## src/hw/rtl/multiturn_encoder_tracker_top_macros.svh

```systemverilog
// ---------------------------------------------------------------------------
// Multi-turn encoder tracker: assertion macros
// Shared concurrent assertion forms for the tracker modules.
// ---------------------------------------------------------------------------
`ifndef MULTITURN_ENCODER_TRACKER_TOP_MACROS_SVH
`define MULTITURN_ENCODER_TRACKER_TOP_MACROS_SVH

// Same-cycle implication, disabled while reset is asserted.
`define MTE_CHECK(lbl, clk, rst_n, ante, cons, msg) \
    lbl: assert property (@(posedge clk) disable iff (!rst_n) (ante) |-> (cons)) \
        else $error(msg);

// Next-cycle implication, disabled while reset is asserted.
`define MTE_CHECK_NEXT(lbl, clk, rst_n, ante, cons, msg) \
    lbl: assert property (@(posedge clk) disable iff (!rst_n) (ante) |=> (cons)) \
        else $error(msg);

`endif

```

## src/hw/rtl/mte_pkg.sv

```systemverilog
// ---------------------------------------------------------------------------
// Multi-turn encoder tracker package
// Types, register indices, microcode encodings and the control program.
// ---------------------------------------------------------------------------
`timescale 1ns / 1ps

package mte_pkg;

    localparam int CFG_IDX_W  = 3;
    localparam int CFG_DATA_W = 32;
    localparam int PC_W       = 6;
    localparam int REM_CNT_W  = 5;

    localparam logic [REM_CNT_W-1:0] REM_STEPS = 5'd16;

    // pi / 30 as unsigned Q0.32.
    localparam logic [31:0] PI_OVER_30_Q32 = 32'd449767923;

    localparam logic [CFG_IDX_W-1:0] REG_COUNTS_PER_TURN   = 3'd0;
    localparam logic [CFG_IDX_W-1:0] REG_ZERO_OFFSET       = 3'd1;
    localparam logic [CFG_IDX_W-1:0] REG_REVERSE           = 3'd2;
    localparam logic [CFG_IDX_W-1:0] REG_RADIANS_PER_COUNT = 3'd3;
    localparam logic [CFG_IDX_W-1:0] REG_INVERSE_REDUCTION = 3'd4;
    localparam logic [CFG_IDX_W-1:0] REG_WHEEL_RADIUS      = 3'd5;
    localparam logic [CFG_IDX_W-1:0] REG_LINEAR_ZERO       = 3'd6;

    typedef struct packed {
        logic [15:0]        angle_raw;
        logic signed [15:0] speed_raw;
        logic [7:0]         temperature_raw;
    } t_in;

    typedef struct packed {
        logic signed [15:0] wrapped_count;
        logic signed [15:0] count_delta;
        logic signed [31:0] turn_count;
        logic signed [31:0] rotor_angle;
        logic signed [31:0] rotor_polar_angle;
        logic signed [31:0] rotor_velocity;
        logic signed [31:0] output_angle;
        logic signed [31:0] output_velocity;
        logic signed [31:0] linear_displacement;
        logic signed [31:0] relative_displacement;
        logic signed [31:0] linear_velocity;
        logic [7:0]         temperature;
    } t_out;

    typedef struct packed {
        logic [15:0]        counts_per_turn;
        logic [15:0]        zero_offset;
        logic               reverse;
        logic [31:0]        radians_per_count;
        logic [31:0]        inverse_reduction;
        logic [31:0]        wheel_radius;
        logic signed [31:0] linear_zero;
    } t_cfg;

    localparam t_cfg CFG_RESET = '{
        counts_per_turn:   16'd8192,
        zero_offset:       16'd0,
        reverse:           1'b0,
        radians_per_count: 32'd3294199,
        inverse_reduction: 32'd65536,
        wheel_radius:      32'd65536,
        linear_zero:       32'sd0
    };

    // Datapath operations.
    localparam logic [3:0] OP_NOP    = 4'd0;
    localparam logic [3:0] OP_TAKE   = 4'd1;
    localparam logic [3:0] OP_LOAD   = 4'd2;
    localparam logic [3:0] OP_WRAP   = 4'd3;
    localparam logic [3:0] OP_UNWRAP = 4'd4;
    localparam logic [3:0] OP_TMUL   = 4'd5;
    localparam logic [3:0] OP_TOTAL  = 4'd6;
    localparam logic [3:0] OP_MAG    = 4'd7;
    localparam logic [3:0] OP_MHI    = 4'd8;
    localparam logic [3:0] OP_MLO    = 4'd9;
    localparam logic [3:0] OP_FIN    = 4'd10;
    localparam logic [3:0] OP_REL    = 4'd11;
    localparam logic [3:0] OP_EMIT   = 4'd12;

    // Scaling sources.
    localparam logic [2:0] SRC_TOTAL = 3'd0;
    localparam logic [2:0] SRC_POL   = 3'd1;
    localparam logic [2:0] SRC_RPM   = 3'd2;
    localparam logic [2:0] SRC_ANG   = 3'd3;
    localparam logic [2:0] SRC_VEL   = 3'd4;
    localparam logic [2:0] SRC_OANG  = 3'd5;
    localparam logic [2:0] SRC_OVEL  = 3'd6;

    // Scaling factors.
    localparam logic [1:0] K_RPC  = 2'd0;
    localparam logic [1:0] K_PI30 = 2'd1;
    localparam logic [1:0] K_INVR = 2'd2;
    localparam logic [1:0] K_RAD  = 2'd3;

    // Scaling destinations.
    localparam logic [2:0] DST_ANG  = 3'd0;
    localparam logic [2:0] DST_POL  = 3'd1;
    localparam logic [2:0] DST_VEL  = 3'd2;
    localparam logic [2:0] DST_OANG = 3'd3;
    localparam logic [2:0] DST_OVEL = 3'd4;
    localparam logic [2:0] DST_DISP = 3'd5;
    localparam logic [2:0] DST_LVEL = 3'd6;

    // Conditions on which a step holds.
    localparam logic [1:0] HOLD_NONE = 2'd0;
    localparam logic [1:0] HOLD_IN   = 2'd1;
    localparam logic [1:0] HOLD_REM  = 2'd2;
    localparam logic [1:0] HOLD_OUT  = 2'd3;

    // Program addresses.
    localparam logic [PC_W-1:0] PC_IDLE   = 6'd0;
    localparam logic [PC_W-1:0] PC_LOAD   = 6'd1;
    localparam logic [PC_W-1:0] PC_DIV    = 6'd2;
    localparam logic [PC_W-1:0] PC_WRAP   = 6'd3;
    localparam logic [PC_W-1:0] PC_UNWRAP = 6'd4;
    localparam logic [PC_W-1:0] PC_TMUL   = 6'd5;
    localparam logic [PC_W-1:0] PC_TOTAL  = 6'd6;
    localparam logic [PC_W-1:0] PC_SCALE0 = 6'd7;
    localparam logic [PC_W-1:0] PC_REL    = 6'd35;
    localparam logic [PC_W-1:0] PC_EMIT   = 6'd36;

    typedef struct packed {
        logic [3:0]      op;
        logic [2:0]      src;
        logic [1:0]      ksel;
        logic [2:0]      dst;
        logic [1:0]      hold_on;
        logic            jump;
        logic [PC_W-1:0] target;
    } t_uword;

    typedef struct packed {
        t_uword uw;
        logic   go;
    } t_ctrl;

    typedef struct packed {
        logic rem_busy;
        logic out_busy;
    } t_status;

    // Control store. Each scaling takes four steps: magnitude, high partial
    // product, low partial product, then sum, shift and saturate.
    function automatic t_uword f_ucode(input logic [PC_W-1:0] pc);
        t_uword          w;
        logic [PC_W-1:0] rel_pc;
        logic [2:0]      sc;
        w         = '0;
        w.op      = OP_NOP;
        w.hold_on = HOLD_NONE;
        w.jump    = 1'b0;
        w.target  = PC_IDLE;
        rel_pc    = pc - PC_SCALE0;
        sc        = rel_pc[4:2];
        if (pc >= PC_SCALE0 && pc < PC_REL) begin
            case (rel_pc[1:0])
                2'd0:    w.op = OP_MAG;
                2'd1:    w.op = OP_MHI;
                2'd2:    w.op = OP_MLO;
                default: w.op = OP_FIN;
            endcase
            case (sc)
                3'd0: begin
                    w.src = SRC_TOTAL; w.ksel = K_RPC;  w.dst = DST_ANG;
                end
                3'd1: begin
                    w.src = SRC_POL;   w.ksel = K_RPC;  w.dst = DST_POL;
                end
                3'd2: begin
                    w.src = SRC_RPM;   w.ksel = K_PI30; w.dst = DST_VEL;
                end
                3'd3: begin
                    w.src = SRC_ANG;   w.ksel = K_INVR; w.dst = DST_OANG;
                end
                3'd4: begin
                    w.src = SRC_VEL;   w.ksel = K_INVR; w.dst = DST_OVEL;
                end
                3'd5: begin
                    w.src = SRC_OANG;  w.ksel = K_RAD;  w.dst = DST_DISP;
                end
                default: begin
                    w.src = SRC_OVEL;  w.ksel = K_RAD;  w.dst = DST_LVEL;
                end
            endcase
        end else begin
            case (pc)
                PC_IDLE: begin
                    w.op      = OP_TAKE;
                    w.hold_on = HOLD_IN;
                end
                PC_LOAD:   w.op = OP_LOAD;
                PC_DIV:    w.hold_on = HOLD_REM;
                PC_WRAP:   w.op = OP_WRAP;
                PC_UNWRAP: w.op = OP_UNWRAP;
                PC_TMUL:   w.op = OP_TMUL;
                PC_TOTAL:  w.op = OP_TOTAL;
                PC_REL:    w.op = OP_REL;
                PC_EMIT: begin
                    w.op      = OP_EMIT;
                    w.hold_on = HOLD_OUT;
                    w.jump    = 1'b1;
                    w.target  = PC_IDLE;
                end
                default: begin
                    w.jump   = 1'b1;
                    w.target = PC_IDLE;
                end
            endcase
        end
        return w;
    endfunction

endpackage

```

## src/hw/rtl/multiturn_encoder_tracker_top.sv

```systemverilog
// ---------------------------------------------------------------------------
// Multi-turn encoder tracker
// Unwraps motor feedback reports into turn count, angles, velocities and
// linear displacement in saturating Q16.16.
// ---------------------------------------------------------------------------
// Usage:
//   A report is transferred on the input channel when i_in_valid is high
//   and o_in_stall is low; its result is transferred on the output channel
//   when o_out_valid is high and i_out_stall is low. One result follows
//   every report, in order.
//   A report is taken only when the sequencer is back at its idle step,
//   after the previous result is in the output register. The pace is set
//   by the remainder loop and by seven four-step scalings through the
//   single shared 24 by 32 bit multiplier, stepped by the microcode sequencer.
//   A result waiting in the output register does not stop the next report
//   being taken; if it is still stalled when the next result is ready, the
//   sequencer holds on its final step until the output register is free.
//   Configuration is written through i_cfg_we, i_cfg_index and i_cfg_data;
//   the user must write it only while no report is in flight, which the
//   block itself does not enforce. Synchronous reset loads the default
//   configuration and clears the previous count, the turn counter and the output valid flag.
// ---------------------------------------------------------------------------
`timescale 1ns / 1ps

module multiturn_encoder_tracker_top (
    input  logic                               i_clk,
    input  logic                               i_rst_n,
    input  logic                               i_in_valid,
    output logic                               o_in_stall,
    input  mte_pkg::t_in                       i_in_data,
    output logic                               o_out_valid,
    input  logic                               i_out_stall,
    output mte_pkg::t_out                      o_out_data,
    input  logic                               i_cfg_we,
    input  logic [mte_pkg::CFG_IDX_W-1:0]      i_cfg_index,
    input  logic [mte_pkg::CFG_DATA_W-1:0]     i_cfg_data
);
    import mte_pkg::*;

    t_cfg    r_cfg;
    t_ctrl   w_ctrl;
    t_status w_st;

    always_ff @(posedge i_clk) begin
        if (!i_rst_n) begin
            r_cfg <= CFG_RESET;
        end else if (i_cfg_we) begin
            case (i_cfg_index)
                REG_COUNTS_PER_TURN:   r_cfg.counts_per_turn   <= i_cfg_data[15:0];
                REG_ZERO_OFFSET:       r_cfg.zero_offset       <= i_cfg_data[15:0];
                REG_REVERSE:           r_cfg.reverse           <= i_cfg_data[0];
                REG_RADIANS_PER_COUNT: r_cfg.radians_per_count <= i_cfg_data;
                REG_INVERSE_REDUCTION: r_cfg.inverse_reduction <= i_cfg_data;
                REG_WHEEL_RADIUS:      r_cfg.wheel_radius      <= i_cfg_data;
                REG_LINEAR_ZERO:       r_cfg.linear_zero       <= $signed(i_cfg_data);
                default: ;
            endcase
        end
    end

    mte_seq u_seq (
        .i_clk      (i_clk),
        .i_rst_n    (i_rst_n),
        .i_in_valid (i_in_valid),
        .i_st       (w_st),
        .o_ctrl     (w_ctrl),
        .o_in_stall (o_in_stall)
    );

    mte_dpath u_dpath (
        .i_clk       (i_clk),
        .i_rst_n     (i_rst_n),
        .i_ctrl      (w_ctrl),
        .i_cfg       (r_cfg),
        .i_in_data   (i_in_data),
        .o_out_data  (o_out_data),
        .o_out_valid (o_out_valid),
        .i_out_stall (i_out_stall),
        .o_st        (w_st)
    );

endmodule

```

## src/hw/rtl/mte_rem.sv

```systemverilog
// ---------------------------------------------------------------------------
// Multi-turn encoder tracker: remainder unit
// Restoring remainder of a 16-bit magnitude by the turn size, one bit a cycle.
// ---------------------------------------------------------------------------
`timescale 1ns / 1ps
`include "multiturn_encoder_tracker_top_macros.svh"

module mte_rem (
    input  logic        i_clk,
    input  logic        i_rst_n,
    input  logic        i_start,
    input  logic [15:0] i_dividend,
    input  logic [15:0] i_divisor,
    output logic        o_busy,
    output logic [15:0] o_rem
);
    import mte_pkg::*;

    logic [REM_CNT_W-1:0] r_cnt, n_cnt;
    logic [15:0]          r_rem, n_rem;
    logic [15:0]          r_dvd, n_dvd;
    logic [16:0]          w_trial;

    always_comb begin
        w_trial = {r_rem, r_dvd[15]};
        n_rem   = r_rem;
        n_dvd   = r_dvd;
        n_cnt   = r_cnt;
        if (i_start) begin
            n_rem = '0;
            n_dvd = i_dividend;
            n_cnt = REM_STEPS;
        end else if (r_cnt != '0) begin
            if (w_trial >= {1'b0, i_divisor}) begin
                n_rem = 16'(w_trial - {1'b0, i_divisor});
            end else begin
                n_rem = w_trial[15:0];
            end
            n_dvd = {r_dvd[14:0], 1'b0};
            n_cnt = r_cnt - 1'b1;
        end
    end

    always_ff @(posedge i_clk) begin
        if (!i_rst_n) begin
            r_cnt <= '0;
        end else begin
            r_cnt <= n_cnt;
        end
    end

    always_ff @(posedge i_clk) begin
        r_rem <= n_rem;
        r_dvd <= n_dvd;
    end

    assign o_busy = (r_cnt != '0);
    assign o_rem  = r_rem;

    `MTE_CHECK_NEXT(a_start_arms, i_clk, i_rst_n, i_start, r_cnt == REM_STEPS, "remainder unit did not arm")
    `MTE_CHECK(a_rem_below_divisor, i_clk, i_rst_n, r_cnt != '0, r_rem < i_divisor, "partial remainder not below divisor")

endmodule

```

## src/hw/rtl/mte_seq.sv

```systemverilog
// ---------------------------------------------------------------------------
// Multi-turn encoder tracker: sequencer
// Step counter over the control store, with holds and jumps.
// ---------------------------------------------------------------------------
`timescale 1ns / 1ps
`include "multiturn_encoder_tracker_top_macros.svh"

module mte_seq (
    input  logic             i_clk,
    input  logic             i_rst_n,
    input  logic             i_in_valid,
    input  mte_pkg::t_status i_st,
    output mte_pkg::t_ctrl   o_ctrl,
    output logic             o_in_stall
);
    import mte_pkg::*;

    logic [PC_W-1:0] r_pc, n_pc;
    t_uword          w_uw;
    logic            w_hold;

    always_comb begin
        w_uw = f_ucode(r_pc);
        case (w_uw.hold_on)
            HOLD_IN:  w_hold = !i_in_valid;
            HOLD_REM: w_hold = i_st.rem_busy;
            HOLD_OUT: w_hold = i_st.out_busy;
            default:  w_hold = 1'b0;
        endcase
        if (w_hold) begin
            n_pc = r_pc;
        end else if (w_uw.jump) begin
            n_pc = w_uw.target;
        end else begin
            n_pc = r_pc + 1'b1;
        end
    end

    always_ff @(posedge i_clk) begin
        if (!i_rst_n) begin
            r_pc <= PC_IDLE;
        end else begin
            r_pc <= n_pc;
        end
    end

    assign o_ctrl.uw  = w_uw;
    assign o_ctrl.go  = !w_hold;
    assign o_in_stall = (r_pc != PC_IDLE);

    `MTE_CHECK(a_pc_in_program, i_clk, i_rst_n, 1'b1, r_pc <= PC_EMIT, "step counter left the program")
    `MTE_CHECK_NEXT(a_emit_holds, i_clk, i_rst_n, (r_pc == PC_EMIT) && i_st.out_busy, r_pc == PC_EMIT, "result step advanced over a full output")

endmodule

```

## src/hw/rtl/mte_dpath.sv

```systemverilog
// ---------------------------------------------------------------------------
// Multi-turn encoder tracker: datapath
// Recentring, unwrapping, turn count and saturating Q16.16 scaling through
// one shared 24 by 32 bit multiplier, plus the output register.
// ---------------------------------------------------------------------------
`timescale 1ns / 1ps
`include "multiturn_encoder_tracker_top_macros.svh"

module mte_dpath (
    input  logic             i_clk,
    input  logic             i_rst_n,
    input  mte_pkg::t_ctrl   i_ctrl,
    input  mte_pkg::t_cfg    i_cfg,
    input  mte_pkg::t_in     i_in_data,
    output mte_pkg::t_out    o_out_data,
    output logic             o_out_valid,
    input  logic             i_out_stall,
    output mte_pkg::t_status o_st
);
    import mte_pkg::*;

    t_in                r_in;
    logic               r_xneg;
    logic signed [15:0] r_d;
    logic signed [15:0] r_delta;
    logic [15:0]        r_prev;
    logic signed [31:0] r_rev;
    logic [55:0]        r_prod;
    logic [79:0]        r_acc;
    logic signed [48:0] r_total;
    logic [47:0]        r_mag;
    logic               r_neg;
    logic signed [31:0] r_ang, r_pol, r_vel, r_oang, r_ovel, r_disp, r_lvel, r_rel;
    t_out               r_out;
    logic               r_out_valid;

    logic               w_go;
    logic [3:0]         w_op;
    logic [15:0]        w_cpt;
    logic [15:0]        w_half;
    logic [16:0]        w_x;
    logic [16:0]        w_xabs;
    logic               w_rem_busy;
    logic [15:0]        w_rem;
    logic [15:0]        w_d0;
    logic [16:0]        w_dw;
    logic signed [17:0] w_dl, w_h18, w_c18, w_delta;
    logic signed [31:0] w_rev_next;
    logic [31:0]        w_rev_abs;
    logic [23:0]        w_ma;
    logic [31:0]        w_mb;
    logic [55:0]        w_mp;
    logic [31:0]        w_k;
    logic signed [48:0] w_p49, w_d49, w_tot;
    logic signed [48:0] w_src, w_src_neg;
    logic               w_rotor;
    logic [79:0]        w_sum;
    logic [63:0]        w_q;
    logic [31:0]        w_sat;
    logic signed [32:0] w_rel33;
    logic signed [31:0] w_rel;
    t_out               w_out;

    assign w_go = i_ctrl.go;
    assign w_op = i_ctrl.uw.op;

    mte_rem u_rem (
        .i_clk      (i_clk),
        .i_rst_n    (i_rst_n),
        .i_start    (w_go && (w_op == OP_LOAD)),
        .i_dividend (w_xabs[15:0]),
        .i_divisor  (w_cpt),
        .o_busy     (w_rem_busy),
        .o_rem      (w_rem)
    );

    always_comb begin
        w_cpt  = (i_cfg.counts_per_turn < 16'd2) ? 16'd2 : i_cfg.counts_per_turn;
        w_half = {1'b0, w_cpt[15:1]};
        w_x    = {1'b0, r_in.angle_raw} - {1'b0, i_cfg.zero_offset};
        w_xabs = w_x[16] ? (17'd0 - w_x) : w_x;

        w_d0 = (r_xneg && (w_rem != 16'd0)) ? (w_cpt - w_rem) : w_rem;
        w_dw = (w_d0 >= w_half) ? ({1'b0, w_d0} - {1'b0, w_cpt}) : {1'b0, w_d0};

        w_dl  = {{2{r_d[15]}}, r_d} - {{2{r_prev[15]}}, r_prev};
        w_h18 = $signed({2'b00, w_half});
        w_c18 = $signed({2'b00, w_cpt});
        if (w_dl < -w_h18) begin
            w_rev_next = r_rev + 32'sd1;
            w_delta    = w_dl + w_c18;
        end else if (w_dl > w_h18) begin
            w_rev_next = r_rev - 32'sd1;
            w_delta    = w_dl - w_c18;
        end else begin
            w_rev_next = r_rev;
            w_delta    = w_dl;
        end

        w_rev_abs = r_rev[31] ? (32'd0 - r_rev) : r_rev;

        case (i_ctrl.uw.ksel)
            K_RPC:   w_k = i_cfg.radians_per_count;
            K_PI30:  w_k = PI_OVER_30_Q32;
            K_INVR:  w_k = i_cfg.inverse_reduction;
            K_RAD:   w_k = i_cfg.wheel_radius;
            default: w_k = i_cfg.radians_per_count;
        endcase

        case (w_op)
            OP_TMUL: begin
                w_ma = {8'd0, w_cpt};
                w_mb = w_rev_abs;
            end
            OP_MHI: begin
                w_ma = r_mag[47:24];
                w_mb = w_k;
            end
            default: begin
                w_ma = r_mag[23:0];
                w_mb = w_k;
            end
        endcase
        w_mp = w_ma * w_mb;

        w_p49 = $signed({1'b0, r_prod[47:0]});
        w_d49 = {{33{r_d[15]}}, r_d};
        w_tot = (r_rev[31] ? -w_p49 : w_p49) + w_d49;

        case (i_ctrl.uw.src)
            SRC_TOTAL: w_src = r_total;
            SRC_POL:   w_src = w_d49;
            SRC_RPM:   w_src = {{33{r_in.speed_raw[15]}}, r_in.speed_raw};
            SRC_ANG:   w_src = {{17{r_ang[31]}}, r_ang};
            SRC_VEL:   w_src = {{17{r_vel[31]}}, r_vel};
            SRC_OANG:  w_src = {{17{r_oang[31]}}, r_oang};
            default:   w_src = {{17{r_ovel[31]}}, r_ovel};
        endcase
        w_src_neg = -w_src;
        w_rotor   = (i_ctrl.uw.src == SRC_TOTAL) || (i_ctrl.uw.src == SRC_POL)
                 || (i_ctrl.uw.src == SRC_RPM);

        w_sum = r_acc + {24'd0, r_prod};
        w_q   = w_sum[79:16];
        if (r_neg) begin
            if ((|w_q[63:32]) || (w_q[31] && (|w_q[30:0]))) begin
                w_sat = 32'h8000_0000;
            end else begin
                w_sat = 32'd0 - w_q[31:0];
            end
        end else begin
            w_sat = (|w_q[63:31]) ? 32'h7FFF_FFFF : w_q[31:0];
        end

        w_rel33 = {r_disp[31], r_disp} - {i_cfg.linear_zero[31], i_cfg.linear_zero};
        if (w_rel33[32] != w_rel33[31]) begin
            w_rel = w_rel33[32] ? 32'sh8000_0000 : 32'sh7FFF_FFFF;
        end else begin
            w_rel = w_rel33[31:0];
        end

        w_out.wrapped_count         = r_d;
        w_out.count_delta           = r_delta;
        w_out.turn_count            = r_rev;
        w_out.rotor_angle           = r_ang;
        w_out.rotor_polar_angle     = r_pol;
        w_out.rotor_velocity        = r_vel;
        w_out.output_angle          = r_oang;
        w_out.output_velocity       = r_ovel;
        w_out.linear_displacement   = r_disp;
        w_out.relative_displacement = r_rel;
        w_out.linear_velocity       = r_lvel;
        w_out.temperature           = r_in.temperature_raw;
    end

    always_ff @(posedge i_clk) begin
        if (w_go) begin
            case (w_op)
                OP_TAKE:   r_in <= i_in_data;
                OP_LOAD:   r_xneg <= w_x[16];
                OP_WRAP:   r_d <= w_dw[15:0];
                OP_UNWRAP: r_delta <= w_delta[15:0];
                OP_TMUL:   r_prod <= w_mp;
                OP_TOTAL:  r_total <= w_tot;
                OP_MAG: begin
                    r_neg <= w_src[48] ^ (i_cfg.reverse & w_rotor);
                    r_mag <= w_src[48] ? w_src_neg[47:0] : w_src[47:0];
                end
                OP_MHI:    r_prod <= w_mp;
                OP_MLO: begin
                    r_acc  <= {r_prod, 24'd0};
                    r_prod <= w_mp;
                end
                OP_FIN: begin
                    case (i_ctrl.uw.dst)
                        DST_ANG:  r_ang  <= w_sat;
                        DST_POL:  r_pol  <= w_sat;
                        DST_VEL:  r_vel  <= w_sat;
                        DST_OANG: r_oang <= w_sat;
                        DST_OVEL: r_ovel <= w_sat;
                        DST_DISP: r_disp <= w_sat;
                        default:  r_lvel <= w_sat;
                    endcase
                end
                OP_REL:    r_rel <= w_rel;
                OP_EMIT:   r_out <= w_out;
                default: ;
            endcase
        end
    end

    always_ff @(posedge i_clk) begin
        if (!i_rst_n) begin
            r_rev       <= '0;
            r_prev      <= '0;
            r_out_valid <= 1'b0;
        end else begin
            if (w_go && (w_op == OP_UNWRAP)) begin
                r_rev  <= w_rev_next;
                r_prev <= r_d;
            end
            if (w_go && (w_op == OP_EMIT)) begin
                r_out_valid <= 1'b1;
            end else if (!i_out_stall) begin
                r_out_valid <= 1'b0;
            end
        end
    end

    assign o_out_data    = r_out;
    assign o_out_valid   = r_out_valid;
    assign o_st.rem_busy = w_rem_busy;
    assign o_st.out_busy = r_out_valid && i_out_stall;

    `MTE_CHECK_NEXT(a_rev_single_step, i_clk, i_rst_n, w_go && (w_op == OP_UNWRAP), (r_rev == $past(r_rev)) || (r_rev == $past(r_rev) + 32'sd1) || (r_rev == $past(r_rev) - 32'sd1), "turn counter moved by more than one")
    `MTE_CHECK_NEXT(a_rev_only_on_unwrap, i_clk, i_rst_n, !(w_go && (w_op == OP_UNWRAP)), $stable(r_rev), "turn counter changed outside the unwrap step")

endmodule
```

## config.mk

```make
export PLATFORM = sky130hd
export DESIGN_NAME = multiturn_encoder_tracker_top
export DESIGN_NICKNAME = d
export VERILOG_FILES = /design/src/hw/rtl/mte_pkg.sv /design/src/hw/rtl/multiturn_encoder_tracker_top.sv /design/src/hw/rtl/mte_rem.sv /design/src/hw/rtl/mte_seq.sv /design/src/hw/rtl/mte_dpath.sv
export VERILOG_INCLUDE_DIRS = /design/src /design/src/hw/rtl
export SDC_FILE = /design/constraint.sdc
export NUM_CORES = 2
export LEC_CHECK = 0
export BUFFER_PORTS_ARGS = -buffer_cell sky130_fd_sc_hd__buf_2
export CAP_MARGIN = 30
export CORE_UTILIZATION = 39
export DETAILED_ROUTE_END_ITERATION = 7
export PLACE_DENSITY_LB_ADDON = 0.05
export SLEW_MARGIN = 20
export SYNTH_ARGS = -nofsm -noshare
export SYNTH_HDL_FRONTEND = slang
export SYNTH_HIERARCHICAL = 1
export SYNTH_SLANG_ARGS = --single-unit
```

## constraint.sdc

```tcl
create_clock -name i_clk -period 15.95 [get_ports i_clk]
set_input_delay 3.19 -clock i_clk [delete_from_list [all_inputs] [get_ports i_clk]]
set_output_delay 3.19 -clock i_clk [all_outputs]
set_load 0.1 [all_outputs]
```

=== Yosys cells after proc, flatten, opt, wreduce, memory -nomap -nowiden ===
Cells that the tools add are included.

* $lt $le $gt $ge: 7
* Muxes and demuxes: 37
* Add/sub/neg operators: 21
* Eq/ne operators: 51
* Bitwise gates (word level): 5
* Multipliers: 1
* Reductions and logical operators: 56

{| class="wikitable"
|+ Operators with widths
! operator !! count
|-
| 49-bit case mux with 6 select lines || 1
|-
| 32-bit 2-to-1 mux || 9
|-
| 16-bit 2-to-1 mux || 9
|-
| 32-bit case mux with 4 select lines || 1
|-
| 80-bit by 56-bit adder with 80-bit output || 1
|-
| 1-bit by 32-bit subtractor with 32-bit output, first input constant || 2
|-
| 16-bit subtractor || 4
|-
| 24-bit by 32-bit multiplier with 56-bit output || 1
|-
| 49-bit by 16-bit adder with 49-bit output || 1
|-
| 49-bit 2-to-1 mux || 1
|-
| 48-bit negation with 49-bit output || 1
|-
| 48-bit 2-to-1 mux || 1
|-
| 48-bit negation || 1
|-
| 24-bit case mux with 2 select lines || 1
|-
| 8-bit case mux with 6 select lines || 1
|-
| 2-bit AND reduction || 18
|-
| 16-bit by 16-bit subtractor with 17-bit output || 2
|-
| 33-bit OR reduction || 1
|-
| 32-bit by 32-bit subtractor with 33-bit output || 1
|-
| 32-bit by 2-bit adder with 32-bit output, second input constant || 1
|-
| 4-bit case mux with 8 select lines || 1
|-
| 32-bit OR reduction || 1
|-
| 32-bit by 2-bit subtractor with 32-bit output, second input constant || 1
|-
| 31-bit OR reduction || 1
|-
| 56 further kinds || 116
|}

* Flip-flop bits (word level): 1120
* Output and inout bits: 330
* Logic and storage cells: 224
* Input port bits: 80

=== Longest topological paths before layout ===
* Depth after elaboration: 9
* Depth in mapped cells: 43
* Gate-level depth less buffers: 39

=== Hierarchy ===
The synthesis kept the hierarchy.

{| class="wikitable"
|+ Modules (own cells, without submodules)
! module !! times used !! sequential area each (um^2) !! area each (um^2) !! cells each
|-
| mte_dpath || 1 || 27015.9 || 73890.9 || 7227
|-
| multiturn_encoder_tracker_top || 1 || 3223.1 || 5948.2 || 578
|-
| mte_rem || 1 || 900.9 || 2524.9 || 262
|-
| mte_seq || 1 || 120.1 || 820.8 || 114
|}

=== Worst setup path after synthesis ===
Ideal clock, no wire load.

* Kind: input port to flip-flop
* Start point: in i_out_stall
* End point: reg u_dpath.r_out (netlist bit u_dpath/o_out_data[0]), enable pin
* Stages on the path: 7
* Data arrival time: 11756 ps
* Data required time: 15216 ps
* Path buffers: 0
* Setup time: 734 ps
* Path slack: 3460 ps
* Cell sequence: and2_1 > and2_1 > o211ai_1 > a31oi_1 > inv_1 > nor3b_1 > and3_1

* Cells in the longest elaborated chain, start to end: 4

{| class="wikitable"
|+ RTL lines
! item !! RTL line !! source
|-
| from (decl) || multiturn_encoder_tracker_top.sv:32 || <nowiki>input logic i_out_stall,</nowiki>
|-
| 1-bit logical AND || mte_dpath.sv:233 || <nowiki>assign o_st.out_busy = r_out_valid && i_out_stall;</nowiki>
|-
| 1-bit case mux with 3 select lines || mte_seq.sv:24 || <nowiki>case (w_uw.hold_on)</nowiki>
|-
| 1-bit NOT (no source line) || -- ||
|-
| 2-bit AND reduction (no source line) || -- ||
|-
| to (signal assigned) || mte_dpath.sv:206 || <nowiki>OP_EMIT: r_out <= w_out;</nowiki>
|-
| to (decl) || mte_dpath.sv:34 || <nowiki>t_out r_out;</nowiki>
|}

No other way between the ends.
A chain may end at the register's enable or synchronous reset.

==> results.json <==
{
  "setup_repair_bufs_after_cts": 0,
  "holdPathStages": 0,
  "endpoint_kind": "flip-flop",
  "rows": 169,
  "timing_worst_slew_pin_value_ns": 1.08,
  "avgSynthCellArea_um2": 10.2,
  "tritoncts": "built",
  "min_delay_path_class": "flip-flop to flip-flop",
  "hold_start": "u_dpath/r_delta[0]",
  "post_drt_wl_per_cell_um": 25.5,
  "finalNetCount": 9754,
  "drc": 0,
  "post_synth_inst_count": 8169,
  "timing.final.max_slew_violations": 0,
  "grt_overflow": 0,
  "buffer_ports.inserted": 409,
  "hold_buffers": 0,
  "cts_sinks": 1120,
  "pin_count_of_the_biggest_net_entering_global_routing": 200,
  "grt_setup_unrepaired": "no",
  "grt.total_usage": 0.270,
  "slew-limit-headroom": 0.280,
  "areaGrowthSynthToFinish_pct": 12.2,
  "root_buffer": "sky130_fd_sc_hd__clkbuf_16",
  "drt_first_pass_iters": 8,
  "finalNonFillerCells": 11400,
  "cp_data_arrival_time_ns": 13.38,
  "critical_path.most_common_cell": "sky130_fd_sc_hd__fa_1",
  "die_width_um": 464,
  "fill_cells": 20500,
  "utilization": 0.440,
  "worstPathBufferInverterCount": 8,
  "first_pass_grt_wire_length_mm": 429,
  "globalplace.congestion": 0.907,
  "critPathSlowestCell": "sky130_fd_sc_hd__a2111oi_0",
  "max_stage_delay_ns": 0.93,
  "startpoint_type": "flip-flop",
  "r2r_slack_ns": 3.11,
  "path_delay_family": "adder cells",
  "setup_viol": 0,
  "period_needed_ns": 12.84,
  "wirelength_mm": 292,
  "timing.critical_path.required_ns": 16.49,
  "standard_cell_core_area_um2": 212000,
  "detailroute.via_count": 62800,
  "cts_repair_resize_count": 0,
  "tritoncts.num_buffers": 134,
  "design.die.area_um2": 215000,
  "timing.max_cap.violations": 0,
  "cts.clk_slew.worst_paths_ns": 0.06,
  "vias_cell": 5.48,
  "clk_path_buf_depth": 3,
  "die_height_um": 464,
  "synth_warnings": 6,
  "floorplan.initialDensity": 0.392,
  "result_of_the_run": "finished, final reports clean",
  "via_count_of_the_first_global_routing_pass": 62600,
  "power.density_nw_per_um2": 208,
  "pin_count": 410,
  "drt_first_iter_violations": 4947,
  "final_layout_size_suffix_gt1_frac": 0.114,
  "timing.hold.ws_ns": 0.404,
  "finalHoldViolations": 0,
  "vdd_drop_max_mv": 0.503,
  "fmax_mhz": 77.9,
  "detailed_place_hpwl_mm": 223,
  "rr_startpoint": "u_seq/r_pc[0]",
  "p_leak_nw": 39.0,
  "totalNegativeSetupSlack_ns": 0,
  "number_of_antenna_violations_at_the_first_check_in_global_routing": 14,
  "finalCritPeriodShare": 0.805,
  "clock_skew_ns": 0.0445,
  "netlist_area_um2": 83100,
  "critical_path.reg2reg.endpoint": "u_dpath/r_prod[46]",
  "critical_path_peak_fanout": 65,
  "path_class": "flip-flop to flip-flop",
  "clock_latency_at_the_later_pin_of_the_worst_skew_pair_ns": 0.81,
  "antenna_violating_nets_post_route": 0,
  "post-layout-total-power_mw": 19.4,
  "depth_of_the_worst_register_to_register_path": 35,
  "htree_num_levels": 4,
  "dp_cells": 11200,
  "hold-path-endpoint": "u_dpath/o_out_data[296]"
}
==> final cells by class <==
type / instances / area, um2 / share of cell area
Antenna cell: 9 / 22.5 / 0.000242
Clock buffer: 170 / 3610 / 0.0388
Clock inverter: 69 / 872 / 0.00936
Inverter: 982 / 3690 / 0.0395
Multi-Input combinational cell: 5714 / 46900 / 0.503
Sequential cell: 1120 / 31300 / 0.335
Tap cell: 2821 / 3530 / 0.0379
Timing Repair Buffer: 561 / 3340 / 0.0358
==> sequential cells by signal, indices dropped and copies added (netlist names), 16 cells and up <==
| register | cells |
|---|---|
| u_dpath/o_out_data | 328 |
| r_cfg | 161 |
| u_dpath/r_acc | 56 |
| u_dpath/r_prod | 56 |
| u_dpath/r_total | 49 |
| u_dpath/r_mag | 48 |
| u_dpath/r_in | 40 |
| u_dpath/r_ang | 32 |
| u_dpath/r_disp | 32 |
| u_dpath/r_lvel | 32 |
| u_dpath/r_oang | 32 |
| u_dpath/r_ovel | 32 |
| u_dpath/r_pol | 32 |
| u_dpath/r_rel | 32 |
| u_dpath/r_rev | 32 |
| u_dpath/r_vel | 32 |
| u_dpath/r_d | 16 |
| u_dpath/r_delta | 16 |
| u_dpath/r_prev | 16 |
| u_dpath/u_rem/o_rem | 16 |
| u_dpath/u_rem/r_dvd | 16 |
==> worst max path at each step <==
| stage | from | endpoint | cells past startpoint | slack [ns] |
|---|---|---|---|---|
| finish | u_seq/r_pc[0] | u_dpath/r_prod[46] | 35 | 3.11 |
| global route | u_seq/r_pc[0] | u_dpath/r_prod[46] | 35 | 2.54 |
| CTS | u_seq/r_pc[0] | u_dpath/r_prod[54] | 35 | 3.40 |
| detailed placement | u_seq/r_pc[0] | u_dpath/r_prod[55] | 36 | 3.43 |
| global placement | u_seq/r_pc[0] | u_dpath/r_prod[54] | 34 | 3.31 |
| floorplan | i_out_stall | u_dpath/o_out_data[0] | 7 | 3.46 |
==> placed cells by master, fill, tap and decap left out, drive strengths merged, types with 42 or more instances in the layout <==
cell and count:
nand4 60, a21boi 66, nand2 904, a211oi 51, o21a 63, buf 560, o21ai 305, edfxtp 883
dfxtp 237, o31ai 60, mux2i 229, or2 42, a21oi 314, nor2 801, o21bai 54, nand3 121
clkbuf 171, xnor2 268, nand2b 64, fa 669, clkinv 50, a22oi 45, ha 492, and2 54
nor3 97, xor2 93, inv 986, nor2b 99, mux2 62, a21o 127
==> power breakdown <==
part           internal (mW)  leakage [nW]  total (mW)  switching, mW
Clock                   1.81          2.17        3.12           1.32
Combinational           4.94          26.9        12.2           7.31
Sequential              3.86          9.97        4.05          0.183
Total                   10.6          39.0        19.4           8.81
==> through the flow <==
stage	cell area [um2]	worst slack [ns]
after floorplan	83100	3.46
after CTS	93100	3.40
after detailed placement	88600	3.43
after global placement	88500	3.31
after global routing	93200	2.54
final	93200	3.11
==> worst reg2reg max path, delay by kind of cell, from the launching register on <==
kind                     cells  cell delay (ns)
buffers and inverters        8             1.31
AND/OR/NAND/NOR              9             2.71
flip-flops                   1             0.51
adder cells (fa/ha/maj)      9             4.53
AO/OA/AOI/OAI                8             3.38
XOR/XNOR                     1             0.17
==> routing by layer <==
layer  part of all wire  GRT usage
met4              0.033     0.0838
met5           0.000041          0
met1               0.46      0.381
met2               0.45      0.429
met3              0.059     0.0354
(Power assumes the default switching activity.)
